[src/rtl/indexed_sequence_store_core_macros.svh]
// Assertion helpers used by the RTL of the sequence store.
`ifndef INDEXED_SEQUENCE_STORE_CORE_MACROS_SVH
`define INDEXED_SEQUENCE_STORE_CORE_MACROS_SVH

`ifndef SYNTHESIS
`define ISC_ASSERT(label, prop) \
    label: assert property (@(posedge aclk) disable iff (!aresetn) prop) \
        else $error("sequence store check failed");
`define ISC_ASSERT_RST(label, prop) \
    label: assert property (@(posedge aclk) prop) \
        else $error("sequence store reset check failed");
`else
`define ISC_ASSERT(label, prop)
`define ISC_ASSERT_RST(label, prop)
`endif

`endif

[src/rtl/isc_pkg.sv]
`default_nettype none

package isc_pkg;

    localparam int CAPACITY = 64;
    localparam int DATA_W   = 32;
    localparam int POS_W    = 7;
    localparam int CNT_OUT_W = 7;
    localparam int CNT_W    = $clog2(CAPACITY + 1);
    localparam int CMP_W    = (CNT_W > POS_W) ? CNT_W : POS_W;
    localparam int S_DATA_W = 48;
    localparam int M_DATA_W = 48;

    typedef enum logic [2:0] {
        OP_ADD_FRONT = 3'd0,
        OP_ADD_BACK  = 3'd1,
        OP_READ      = 3'd2,
        OP_INSERT    = 3'd3,
        OP_DELETE    = 3'd4
    } op_e_t;

    typedef enum logic [1:0] {
        ST_OK    = 2'd0,
        ST_RANGE = 2'd1,
        ST_FULL  = 2'd2
    } status_t;

    typedef enum logic [1:0] {
        ACT_NONE   = 2'd0,
        ACT_INSERT = 2'd1,
        ACT_DELETE = 2'd2
    } act_t;

    typedef struct packed {
        act_t             act;
        logic [CMP_W-1:0] pos;
    } cell_cmd_t;

endpackage

`default_nettype wire

[src/rtl/isc_cell.sv]
`default_nettype none

module isc_cell import isc_pkg::*; (
    input  wire logic              aclk,
    input  wire cell_cmd_t         cmd,
    input  wire logic [CMP_W-1:0]  cell_idx,
    input  wire logic [DATA_W-1:0] load_val,
    input  wire logic [DATA_W-1:0] left_val,
    input  wire logic [DATA_W-1:0] right_val,
    output logic      [DATA_W-1:0] val_out,
    output logic      [DATA_W-1:0] rd_out
);

    logic [DATA_W-1:0] val_reg;
    logic [DATA_W-1:0] val_next;

    always_comb begin
        val_next = val_reg;
        case (cmd.act)
            ACT_INSERT: begin
                if (cell_idx > cmd.pos) begin
                    val_next = left_val;
                end else if (cell_idx == cmd.pos) begin
                    val_next = load_val;
                end
            end
            ACT_DELETE: begin
                if (cell_idx >= cmd.pos) begin
                    val_next = right_val;
                end
            end
            default: val_next = val_reg;
        endcase
    end

    always_ff @(posedge aclk) begin
        val_reg <= val_next;
    end

    assign val_out = val_reg;
    assign rd_out  = (cell_idx == cmd.pos) ? val_reg : '0;

endmodule

`default_nettype wire

[config.mk]
export PLATFORM = sky130hd
export DESIGN_NAME = isc_cell
export DESIGN_NICKNAME = d
export VERILOG_FILES = /design/src/rtl/indexed_sequence_store_core_macros.svh /design/src/rtl/isc_pkg.sv /design/src/rtl/isc_cell.sv
export SDC_FILE = /design/constraint.sdc
export NUM_CORES = 1
export LEC_CHECK = 0
export ABC_AREA = 1
export BUFFER_PORTS_ARGS = -buffer_cell sky130_fd_sc_hd__buf_2
export CORE_AREA = 10 10 102 86
export CTS_CLUSTER_SIZE = 40
export DETAILED_ROUTE_END_ITERATION = 16
export DIE_AREA = 0 0 112 96
export GPL_TIMING_DRIVEN = 0
export PLACE_DENSITY = 0.77
export SYNTH_ARGS = -nofsm -noshare
export SYNTH_HDL_FRONTEND = slang
export SYNTH_SLANG_ARGS = --single-unit
[constraint.sdc]
create_clock -name aclk -period 2.76 [get_ports aclk]
set_input_delay 0.552 -clock aclk [delete_from_list [all_inputs] [get_ports aclk]]
set_output_delay 0.552 -clock aclk [all_outputs]
set_load 0.01 [all_outputs]
==> flow_summary_export.csv, run 1 <==
group,metric,value,unit
critical_path,crit_type,"input pin to register",
die,die_w,112,um
die,num_rows,27,
critical_path,worstSetupStartpoint,"cmd[4]",
grt,grt_use_total,15.0,%
detailed_routing,routed-via-count,2840,
grt,grt_pass1_vias,2884,
critical_path,cp.required,2570,ps
outcome,status,"completed",
clock_tree,numCtsBuffers,5,
grt,grt_pass1_wl,13500,um
power_and_ir_drop,power_density,401,nW/um^2
detailed_routing,drc,0,
synth,ys_warn_count,0,
die,pin_count,177,
critical_path,cpPeakStageDelay,650,ps
critical_path,worstPathArrival,2400,ps
critical_path,cp.depth,11,
synth,yosysSeqAreaShare,38.3,%
timing,period_share,93.8,%
synth,syn_avg_cell_area,6.62,sq um
critical_path,path_delay_family,"buffers and inverters",
die,core_area,6720,sq um
detailed_routing,drt_iter0_markers,149,
hold_path,hp-class,"input pin to register",
finish,stdcell_count,649,
finish,layout_commonest_cell,"buf_2",
clock_tree,path_clk_slew,70,ps
finish,drive_above_1_share,35.4,%
clock_tree,htreeDepth,2,
critical_path,path_buf_inv,5,
critical_path,slowest_stage,"clkinvlp_4",
placed_design,portBuffers,176,
synth,syn_nets,499,
power_and_ir_drop,power_leakage,2.31,nW
detailed_routing,ant_nets,0,
power_and_ir_drop,ir_drop,0.150,mV
die,start_util,37.3,%
synth,synthTopCellsByArea,"edfxtp_1 (38%), inv_1 (16%), nand2_1 (16%)",
finish,area_delta_synth_final,42.7,%
grt,grt.overflow.total,0,
grt,antenna_found_initial,0,
clock_tree,cts_hold_buf,0,
grt,grt_max_degree,33,
critical_path,cp_cell_sequence,"buf_2 -> inv_1 -> ha_1 -> nand2_1 -> nor2_4 -> nand4_4 -> buf_6 -> buf_6 -> nand3_1 -> o21ai_0 -> clkinvlp_4",
finish,fin_area,3580,sq um
timing,setup_viol,0,
timing,fmax,0.386,GHz
detailed_routing,drt_pass1_iterations,4,
placed_design,hpwlAfterDp,7230,um
finish,nets,682,
detailed_routing,routed_wl,8580,um
finish,largest_reg_flops,32,
clock_tree,cts_tree,"done",
clock_tree,root_buffer,"clkbuf_8",
synth,synth_cell_types,18,
finish,nFillCells,670,
placed_design,postPlaceCellArea,3500,sq um
clock_tree,cts_sinks,32,
critical_path,critPathCaptureType,"register",
timing,drv_slew,0,
finish,final_cell_mix,"buf_2 (177), inv_1 (109), nand2_1 (104)",
clock_tree,clockBufferDepth,2,
hold_path,hold_depth,3,
synth,syn_area,2510,sq um
detailed_routing,viasPerCell,4.38,
critical_path,cp_max_fo,32,
die,dieArea,10800,sq um
synth,ys_ff_latch,32,
critical_path,crit_top_cell,"buf_6",
die,fp.dieH,96,um
timing,rsz0062_at_grt,"no",
synth,yosys.area.top_type,"edfxtp_1",
placed_design,dp_cells,642,
synth,synth_cells,379,
timing,fin_crit,2590,ps
hold_path,hold_path_startpoint,"right_val[0]",
synth,synth_top_area_share,38.3,%
run,maxCapViolCount,0,
finish,num_antenna_cells,0,
timing,hold_viol,0,
timing,max_slew_margin,54.4,%
placed_design,place_congestion,0.781,
timing,worst_pin_slew,682,ps
critical_path,critPathLaunchType,"input pin",
detailed_routing,wire_per_inst,13.2,um
## kinds of logic (layout without fill, tap and decap cells)
group / count (synthesis) / count (layout) / share of synthesized area, %
simple gates: 208 / 208 / 35.9
fa+ha+maj: 7 / 7 / 3.49
compound gates: 3 / 3 / 0.747
flops: 32 / 32 / 38.3
buf+inv: 129 / 312 / 21.6
## stage by stage
stage / setup slack [ps] / hold WS [ps] / utilization, % / power, W / TNS [ps]
final: 172 / 548 / 53.3 / 0.00144 / 0
after global routing: 43.1 / 541 / 53.3 / 0.00154 / 0
after CTS: 140 / 539 / 53.3 / 0.00146 / 0
after detailed placement: -318 / 829 / 52.1 / 0.00112 / -10140
after global placement: -300 / 823 / 52.1 / 0.00110 / -9570
after floorplan: 155 / 738 / - / 0.000917 / 0
## final timing paths
check | end | slack [ps]
max | val_out[19] | 170
min | val_out[0] | 550
## routing by layer
metal | part of all wire (%) | track usage, %
met5 | 0 | 0
met2 | 50 | 26.6
met1 | 39 | 16.8
met4 | 0.76 | 4.01
met3 | 11 | 5.72
## synthesized netlist by cell type
cell type,number
clkbuf_1,7
o21ai_0,1
buf_4,3
buf_2,1
inv_1,110
nand2_2,2
a21oi_1,1
nor2_1,33
edfxtp_1,32
nor2_4,1
buf_1,2
buf_6,6
nand2_4,1
a21oi_2,1
nand4_4,1
nand3_1,66
ha_1,7
nand2_1,104
## worst min-delay path, cell delays in order
cell	delay, ps
buf_2	80
nand2_1	40
nand2_1	50
## layout make-up
cell class                      count  area [sq um]  area share, %
Clock buffer                        6          72.6           2.03
Tap cell                           87           109           3.04
Multi-Input combinational cell    218          1010           28.1
Buffer                             19           129           3.60
Inverter                          110           417           11.6
Clock inverter                      1          5.00          0.140
Sequential cell                    32           961           26.8
Timing Repair Buffer              176           881           24.6
## power breakdown
part | switching [W] | internal, W | leakage (nW) | total [W]
Sequential | 0.0000277 | 0.000618 | 0.296 | 0.000646
Clock | 0.000163 | 0.000171 | 0.0410 | 0.000334
Combinational | 0.000261 | 0.000196 | 1.97 | 0.000457
## what timing repair did
item                                    CTS  global route
endpoints found under the setup margin   32             0
buffers inserted                          0             0
gates resized for setup                   1             0
No activity file was read; power rests on OpenSTA's default activity.
==> inputs of run 2 (changes only) <==
--- a/config.mk
+++ b/config.mk
@@ -12,7 +12,8 @@
 export DETAILED_ROUTE_END_ITERATION = 16
 export DIE_AREA = 0 0 112 96
 export GPL_TIMING_DRIVEN = 0
-export PLACE_DENSITY = 0.77
+export HOLD_SLACK_MARGIN = 0.15
+export PLACE_DENSITY = 0.85
 export SYNTH_ARGS = -nofsm -noshare
 export SYNTH_HDL_FRONTEND = slang
 export SYNTH_SLANG_ARGS = --single-unit
==> flow_summary_export.csv, run 2 (synthesized netlist as in run 1, its figures left out) <==
group,metric,value,unit
outcome,status,"completed",
finish,drive_above_1_share,35.8,%
power_and_ir_drop,power_leakage,2.32,nW
critical_path,cpPeakStageDelay,590,ps
finish,largest_reg_flops,32,
placed_design,postPlaceCellArea,3500,sq um
grt,grt.overflow.total,0,
die,core_area,6720,sq um
detailed_routing,routed-via-count,2854,
finish,fin_util,53.8,%
die,dieArea,10800,sq um
clock_tree,cts_hold_buf,0,
grt,grt_max_degree,33,
clock_tree,root_buffer,"clkbuf_8",
detailed_routing,viasPerCell,4.38,
die,start_util,37.3,%
placed_design,portBuffers,176,
timing,worst_pin_slew,727,ps
critical_path,critPathLaunchType,"input pin",
critical_path,slowest_stage,"clkinvlp_4",
critical_path,path_delay_family,"buffers and inverters",
clock_tree,clockBufferDepth,2,
placed_design,hpwlAfterDp,7260,um
critical_path,crit_type,"input pin to register",
grt,antenna_found_initial,0,
timing,rsz0062_at_grt,"no",
placed_design,place_congestion,0.868,
die,fp.dieH,96,um
critical_path,critPathCaptureType,"register",
die,num_rows,27,
placed_design,dp_cells,642,
critical_path,cp.required,2660,ps
critical_path,path_buf_inv,5,
finish,multi_input_area,1010,sq um
run,maxCapViolCount,0,
timing,fin_crit,2570,ps
finish,fin_area,3620,sq um
detailed_routing,ant_nets,0,
finish,nets,683,
finish,area_delta_synth_final,44.2,%
detailed_routing,routed_wl,8690,um
detailed_routing,wire_per_inst,13.3,um
timing,fmax,0.389,GHz
critical_path,cp_cell_sequence,"buf_2 -> inv_1 -> ha_1 -> nand2_1 -> nor2_4 -> nand4_4 -> buf_6 -> buf_6 -> nand3_1 -> o21ai_0 -> clkinvlp_4",
timing,drv_slew,0,
detailed_routing,drt_iter0_markers,146,
die,pin_count,177,
clock_tree,post_cts_buffers,0,
finish,stdcell_count,651,
die,die_w,112,um
timing,period_share,93.3,%
hold_path,hp-class,"input pin to register",
clock_tree,cts_sinks,32,
clock_tree,path_clk_slew,70,ps
grt,grt_pass1_vias,2906,
critical_path,worstPathArrival,2470,ps
finish,num_antenna_cells,0,
clock_tree,numCtsBuffers,5,
finish,final_cell_mix,"buf_2 (177), inv_1 (109), nand2_1 (104)",
finish,nFillCells,694,
timing,setup_viol,0,
finish,regArea,961,sq um
detailed_routing,drt_pass1_iterations,4,
power_and_ir_drop,ir_drop,0.155,mV
critical_path,cp_max_fo,16,
clock_tree,htreeDepth,2,
timing,hold_viol,0,
grt,grt_use_total,15.2,%
detailed_routing,drc,0,
critical_path,crit_top_cell,"buf_6",
grt,grt_pass1_wl,13600,um
finish,layout_commonest_cell,"buf_2",
power_and_ir_drop,power_density,425,nW/um^2
timing,max_slew_margin,51.0,%
clock_tree,cts_tree,"done",
-- run 2: cell count changes in the layout (fill, tap and decap cells not counted) --
cell | previous run | this run
clkbuf_1 | 8 | 7
bufinv_16 | 0 | 1
clkbuf_2 | 0 | 1
clkinvlp_4 | 1 | 2
-- run 2: per-layer routing --
metal | global-route usage (%) | wire [um]
met4 | 4.43 | 81
met5 | 0 | 0
met1 | 16.7 | 3360
met2 | 27.3 | 4360
met3 | 5.66 | 884
-- run 2: power by group --
| part | switching (W) | internal, W |
|---|---|---|
| Combinational | 0.000266 | 0.000196 |
| Clock | 0.000165 | 0.000268 |
| Sequential | 0.0000274 | 0.000617 |
-- run 2: final cells by class --
cell class	count	share of cell area [%]
Buffer	19	3.59
Timing Repair inverter	1	0.207
Clock inverter	2	0.968
Timing Repair Buffer	176	24.3
Sequential cell	32	26.5
Multi-Input combinational cell	218	27.8
Inverter	110	11.5
Tap cell	87	3.01
Clock buffer	6	2.00
-- run 2: path summary, 6_finish.rpt --
check                          from          end  slack (ps)  depth (start not counted)
worst max-delay path         cmd[4]  val_out[12]         190                         11
worst min-delay path  right_val[28]  val_out[28]         550                          3
-- run 2: what timing repair did --
item                                    CTS  global route
endpoints found under the setup margin   32            35
cloned                                    0             1
gates resized for setup                   1             3
-- run 2: per-stage QoR --
step | power (W) | setup WS, ps | hold slack, ps | TNS, ps
finish | 0.00154 | 186 | 547 | 0
detailed placement | 0.00112 | -314 | 828 | -9980
floorplan | 0.000917 | 155 | 738 | 0
CTS | 0.00156 | 142 | 534 | 0
global placement | 0.00110 | -290 | 825 | -9220
global route | 0.00165 | 2.02 | 544 | 0
